**config.mk**
```make
export PLATFORM = sky130hd
export DESIGN_NAME = merge_sorter_top
export DESIGN_NICKNAME = d
export VERILOG_FILES = /design/src/sv/mrgs_pkg.sv /design/src/sv/merge_sorter_top.sv /design/src/sv/mrgs_cell.sv
export SDC_FILE = /design/constraint.sdc
export NUM_CORES = 2
export LEC_CHECK = 0
export BUFFER_PORTS_ARGS = -buffer_cell sky130_fd_sc_hd__buf_2
export CORE_ASPECT_RATIO = 1.1
export CORE_UTILIZATION = 50
export DETAILED_ROUTE_END_ITERATION = 7
export PLACE_DENSITY = 0.66
export SETUP_SLACK_MARGIN = 0.5
export SYNTH_ARGS = -nofsm -noshare
export SYNTH_HDL_FRONTEND = slang
export SYNTH_SLANG_ARGS = --single-unit
```
**constraint.sdc**
```tcl
create_clock -name clk -period 5.7 [get_ports clk]
set_input_delay 1.14 -clock clk [delete_from_list [all_inputs] [get_ports clk]]
set_output_delay 1.14 -clock clk [all_outputs]
set_load 0.01 [all_outputs]
```
**src/sv/mrgs_pkg.sv**
```systemverilog
`default_nettype none
// ----------------------------------------------------------------------------
// mrgs_pkg: shared types for the merge sorter
// Holds the data word type and the control bundle broadcast to every sort cell.
// ----------------------------------------------------------------------------
package mrgs_pkg;

	localparam int unsigned WORD_W = 32;

	typedef logic signed [WORD_W-1:0] word_t;

	// Broadcast control for the cell chain
	typedef struct packed {
		logic  insert;  // place x into the sorted chain
		logic  pop;     // shift the chain toward the head by one
		word_t x;       // incoming item value
	} cell_ctrl_t;

endpackage
`default_nettype wire

```
**src/sv/merge_sorter_top.sv**
```systemverilog
`default_nettype none
// ----------------------------------------------------------------------------
// merge_sorter_top: streaming sorter for sets of signed 32-bit values
// Collects a set terminated by tlast and replays it in ascending order.
// ----------------------------------------------------------------------------
// Items of a set are taken one per cycle and inserted into a chain of
// MAX_COUNT sort cells, which keeps the set ordered as it arrives. After the
// item with tlast, the chain shifts toward its head one slot per cycle while
// the sink is ready and streams the set out smallest first, one result per
// cycle, with tlast on the largest value. The next set is taken from the
// cycle after its last result enters the output register. Items past
// MAX_COUNT in a set are dropped, and every result of that set carries
// tuser (dropped) high.
// ----------------------------------------------------------------------------
module merge_sorter_top #(
	parameter int unsigned MAX_COUNT = 32
) (
	input  wire         clk,
	input  wire         arst_n,
	// Input items
	input  wire         s_axis_tvalid,
	output logic        s_axis_tready,
	input  wire  [31:0] s_axis_tdata,   // [31:0] value
	input  wire         s_axis_tlast,   // final_req
	// Result items
	output logic        m_axis_tvalid,
	input  wire         m_axis_tready,
	output logic [31:0] m_axis_tdata,   // [31:0] sorted_value
	output logic        m_axis_tlast,   // end_of_run
	output logic        m_axis_tuser    // [0] dropped
);

	localparam int unsigned CNT_W = $clog2(MAX_COUNT + 1);
	localparam logic [CNT_W-1:0] MAX_CNT = CNT_W'(MAX_COUNT);

	localparam logic PH_LOAD = 1'b0;
	localparam logic PH_EMIT = 1'b1;

	logic             phase_q;
	logic [CNT_W-1:0] count_q;
	logic             overflow_q;
	logic             drop_q;
	logic             out_vld_q;
	mrgs_pkg::word_t  out_val_q;
	logic             out_last_q;
	logic             out_drop_q;

	logic             accept;
	logic             full;
	logic             pop;
	logic             last_pop;

	mrgs_pkg::cell_ctrl_t ctrl;
	mrgs_pkg::word_t      cval [MAX_COUNT];
	logic [MAX_COUNT-1:0] cvld;
	logic [MAX_COUNT-1:0] cgt;

	// Handshake and chain control
	assign s_axis_tready = (phase_q == PH_LOAD);
	assign accept        = s_axis_tvalid && s_axis_tready;
	assign full          = (count_q == MAX_CNT);
	assign pop           = (phase_q == PH_EMIT) && (!out_vld_q || m_axis_tready);
	assign last_pop      = pop && !cvld[1];

	assign ctrl.insert = accept && !full;
	assign ctrl.pop    = pop;
	assign ctrl.x      = mrgs_pkg::word_t'(s_axis_tdata);

	// Cell chain: head is the smallest value
	for (genvar i = 0; i < MAX_COUNT; i++) begin : g_cell
		mrgs_pkg::word_t l_val;
		logic            l_vld;
		logic            l_gt;
		mrgs_pkg::word_t r_val;
		logic            r_vld;

		if (i == 0) begin : g_head
			assign l_val = ctrl.x;
			assign l_vld = 1'b1;
			assign l_gt  = 1'b1;
		end else begin : g_body
			assign l_val = cval[i-1];
			assign l_vld = cvld[i-1];
			assign l_gt  = cgt[i-1];
		end

		if (i == MAX_COUNT - 1) begin : g_tail
			assign r_val = '0;
			assign r_vld = 1'b0;
		end else begin : g_mid
			assign r_val = cval[i+1];
			assign r_vld = cvld[i+1];
		end

		mrgs_cell u_cell (
			.clk       (clk),
			.arst_n    (arst_n),
			.ctrl      (ctrl),
			.left_val  (l_val),
			.left_vld  (l_vld),
			.left_gt   (l_gt),
			.right_val (r_val),
			.right_vld (r_vld),
			.val       (cval[i]),
			.vld       (cvld[i]),
			.gt        (cgt[i])
		);
	end

	// Phase, fill count and overflow tracking
	always_ff @(posedge clk or negedge arst_n) begin
		if (!arst_n) begin
			phase_q    <= PH_LOAD;
			count_q    <= '0;
			overflow_q <= 1'b0;
			drop_q     <= 1'b0;
		end else begin
			if (accept) begin
				if (s_axis_tlast) begin
					phase_q    <= PH_EMIT;
					count_q    <= '0;
					overflow_q <= 1'b0;
					drop_q     <= overflow_q || full;
				end else if (full) begin
					overflow_q <= 1'b1;
				end else begin
					count_q <= count_q + CNT_W'(1);
				end
			end else if (last_pop) begin
				phase_q <= PH_LOAD;
			end
		end
	end

	// Output register
	always_ff @(posedge clk or negedge arst_n) begin
		if (!arst_n) begin
			out_vld_q <= 1'b0;
		end else if (pop) begin
			out_vld_q <= 1'b1;
		end else if (m_axis_tready) begin
			out_vld_q <= 1'b0;
		end
	end

	always_ff @(posedge clk) begin
		if (pop) begin
			out_val_q  <= cval[0];
			out_last_q <= !cvld[1];
			out_drop_q <= drop_q;
		end
	end

	assign m_axis_tvalid = out_vld_q;
	assign m_axis_tdata  = out_val_q;
	assign m_axis_tlast  = out_last_q;
	assign m_axis_tuser  = out_drop_q;

`ifndef SYNTHESIS
	// Occupied cells always form an unbroken run from the head
	assert property (@(posedge clk) disable iff (!arst_n)
		((cvld >> 1) & ~cvld) == '0)
		else $error("cell chain has a gap");

	// While loading, the occupied cells match the fill count
	assert property (@(posedge clk) disable iff (!arst_n)
		(phase_q == PH_LOAD) |-> ($countones(cvld) == int'(count_q)))
		else $error("fill count out of step with cell chain");

	// A set being emitted is never empty
	assert property (@(posedge clk) disable iff (!arst_n)
		(phase_q == PH_EMIT) |-> cvld[0])
		else $error("emitting from an empty chain");

	// The largest value leaves the chain last, flagged as end of run
	assert property (@(posedge clk) disable iff (!arst_n)
		last_pop |=> (m_axis_tvalid && m_axis_tlast && (phase_q == PH_LOAD)
			&& (cvld == '0)))
		else $error("end of run out of step with chain drain");
`endif

endmodule
`default_nettype wire

```
**src/sv/mrgs_cell.sv**
```systemverilog
`default_nettype none
// ----------------------------------------------------------------------------
// mrgs_cell: one slot of the systolic insertion sorter
// Holds one value and a valid bit. On insert it keeps its value, takes the
// incoming item, or takes its left neighbor's value; on pop it takes its
// right neighbor's value.
// ----------------------------------------------------------------------------
module mrgs_cell (
	input  wire                       clk,
	input  wire                       arst_n,
	input  wire mrgs_pkg::cell_ctrl_t ctrl,
	input  wire mrgs_pkg::word_t      left_val,
	input  wire                       left_vld,
	input  wire                       left_gt,
	input  wire mrgs_pkg::word_t      right_val,
	input  wire                       right_vld,
	output mrgs_pkg::word_t           val,
	output logic                      vld,
	output logic                      gt
);

	mrgs_pkg::word_t val_q;
	logic            vld_q;

	// Empty slot or larger value: the incoming item goes at or before this slot
	assign gt  = !vld_q || (val_q > ctrl.x);
	assign val = val_q;
	assign vld = vld_q;

	// Valid bit
	always_ff @(posedge clk or negedge arst_n) begin
		if (!arst_n) begin
			vld_q <= 1'b0;
		end else if (ctrl.pop) begin
			vld_q <= right_vld;
		end else if (ctrl.insert && gt) begin
			vld_q <= left_gt ? left_vld : 1'b1;
		end
	end

	// Value
	always_ff @(posedge clk) begin
		if (ctrl.pop) begin
			val_q <= right_val;
		end else if (ctrl.insert && gt) begin
			val_q <= left_gt ? left_val : ctrl.x;
		end
	end

endmodule
`default_nettype wire

```
==> out/results.txt <==
Ys Warns = 0
Pins over their slew limit = 0
Power Dens Cells = 716 nW/um^2
First-pass DRT Iterations = 6
# IOs = 73
Fillers = 13.2k
Synthesized area per cell = 9.87 sq um
Hold Path Class = input port to async pin
Async set or reset register ratio after synthesis = 3.82%
Slew @ Worst Pin = 1.36 ns
RSZ-0062 raised after global routing = no
HPWL after DPL = 214000 microns
Crit-path max FO = 18
Detail Route Antenna Nets = 0
Critical Path RT = 6.24 ns
Final setup fails = 0
Area Overhead vs Synth = 10.6%
Cell count after placement = 9405
Seq/Total Area, Yosys = 43.1%
GPL Wtd Cong = 1.01
Final nets = 8638
Chip Height = 409 microns
Synthesized flop and latch total = 1100
Run status = completed
Post CTS Setup Buffer Count = 0
Synth top area share = 40.8%
Total grt overflow = 0
Row cnt = 149
Slew margin rel. = 8.94%
DR WL/cell = 31.8 microns
Count leader, synth = nand2_1
First-pass GRT wire length = 439000 microns
Leading area contributor after synthesis = edfxtp_1
Final Hold Vio Count = 0
Vias per Instance = 7.09
Largest net degree at the start of global routing = 162
Layout cells sized above 1 = 8.33%
Root buffer cell = clkbuf_16
Post-CTS Hold Buffers = 0
Num CTS Buffers = 131
Final WL = 307000 microns
Max-cap check violation count = 0
Post_cts resized = 0
Syn Inst Count = 7647
Starting Density = 50.3%
FMAX = 196 MHz
Clk buf depth = 3
CTS tree = done
Via count = 68.4k
Synth unique cells = 72
Placed Area = 79100 sq um
CP endpoint kind = register
Clk Latency, worst-skew pair = 0.81 ns
Vias in the first global route = 64.0k
Die width = 372 microns
# clock sinks = 1100
Clk slew on worst S/H paths = 0.06 ns
Setup TNS = 0 ns
H-tree levels = 4
Post-route clock skew = 0.0366 ns
Iter 0 DRT Violations = 10.0k
Post-synth EDFFs = 1026
Input/output buffers = 72
FF-to-FF Start = g_cell[1].u_cell.val[14]
Post-synthesis net count = 8710
Multi-input logic area = 40800 sq um
Fin crit period = 5.11 ns
Synth Flop Type = edfxtp_1
Startpoint types = register
DIE AREA = 152000 sq um
Synth cell count leaders = nand2_1, edfxtp_1, ha_1
Register Area = 32500 sq um
Design Area, Final = 83400 sq um
Worst Setup Path Type = register to register
Hold Slack = 0.408 ns
Synth area leaders = edfxtp_1, ha_1, o211ai_1, nand2_1, nand3_1
DRC violations left = 0
Post-synthesis cell area = 75500 sq um
Pleak = 32.9 nW
Fin cells = 9653
Initial antenna violation count = 24
Final Cycle Share = 89.7%
Core Region = 150000 sq um
Peak supply drop = 404 uV
Worst EP arrival = 5.65 ns
Total global-route track usage = 39.6%
Worst Setup SP = g_cell[1].u_cell.val[14]
==> critical path, cell delays in order (launching register included) <==
cell,delay [ns]
edfxtp_1,0.74
ha_1,0.50
nand4_1,0.24
or4_1,0.54
a21o_1,0.19
o211ai_1,0.38
nand2b_1,0.19
and4_4,0.24
nor3_4,0.95
buf_4,0.48
mux2i_1,0.27
a21oi_1,0.09
==> flip-flops by register name, indices dropped and copies added, names as in the netlist <==
| register | cells |
|---|---|
| m_axis_tlast | 1 |
| count_q | 6 |
| phase_q | 1 |
| m_axis_tdata | 32 |
| overflow_q | 1 |
| g_cell.u_cell.val | 1024 |
| drop_q | 1 |
| g_cell.u_cell.vld | 32 |
| m_axis_tvalid | 1 |
| m_axis_tuser | 1 |
==> stage by stage <==
step | worst slack [ns] | utilization [%] | power (W)
floorplan | 0.508 | - | 0.0393
global placement | 0.248 | 52.8 | 0.0487
detailed placement | 0.352 | 52.8 | 0.0499
finish | 0.589 | 55.7 | 0.0597
CTS | 0.832 | 55.6 | 0.0586
global route | 0.542 | 55.6 | 0.0628
==> cell type report <==
class	instances	share of cell area, %
multi-input combinational	5900	48.9
sequential	1100	39.0
clock buffer	177	4.46
timing repair buffer	339	3.55
tap	1963	2.94
clock inverter	51	0.681
inverter	103	0.472
antenna	20	0.0600
==> final timing paths <==
check	end	cells after the start	slack (ns)
min reg2reg	m_axis_tuser	0	0.47
max	g_cell[2].u_cell.val[27]	11	0.59
max in group asynchronous	g_cell[23].u_cell.vld	2	4.31
min	g_cell[4].u_cell.vld	1	0.41
min in group clk	m_axis_tuser	0	0.47
max reg2reg	g_cell[2].u_cell.val[27]	11	0.59
==> logic make-up (layout without fill, tap and decap cells) <==
| group | after synthesis | after routing | synth area share (%) |
|---|---|---|---|
| other | 0 | 20 | 0 |
| XOR/XNOR | 15 | 15 | 0.174 |
| adder cells (fa/ha/maj) | 1026 | 1026 | 17.0 |
| buffers and inverters | 647 | 670 | 3.47 |
| flip-flops | 1100 | 1100 | 43.1 |
| AO/OA/AOI/OAI | 1974 | 1974 | 17.3 |
| multiplexers | 200 | 200 | 2.65 |
| AND/OR/NAND/NOR | 2685 | 2685 | 16.3 |
==> power by group <==
part	internal, W	switching [W]	total, W
clock	0.00507	0.00363	0.00870
sequential	0.0166	0.00557	0.0221
combinational	0.0103	0.0186	0.0289
total	0.0320	0.0278	0.0597
==> per-layer routing <==
layer  up-vias  GRT usage, %  wire (microns)  share of wire [%]
li1      29507             -               -                  -
met1     32698          51.2          113000                 37
met2      4978          56.5          127000                 41
met3      1229          10.9           40900                 13
met4        28          28.3           26000                8.5
met5         -             0             181              0.059
==> cell usage in the layout (no fill, tap or decap), types with 71 or more instances in the layout <==
cell type,instances
nand2_1,1184
nand3_1,885
o211ai_1,737
o21ai_0,270
edfxtp_1,1026
a21oi_1,442
a21o_1,95
buf_4,219
nor2_1,161
clkbuf_16,138
buf_2,72
nand4_1,185
mux2i_1,198
inv_1,71
ha_1,1026
Power figures use the tool's default switching activity.
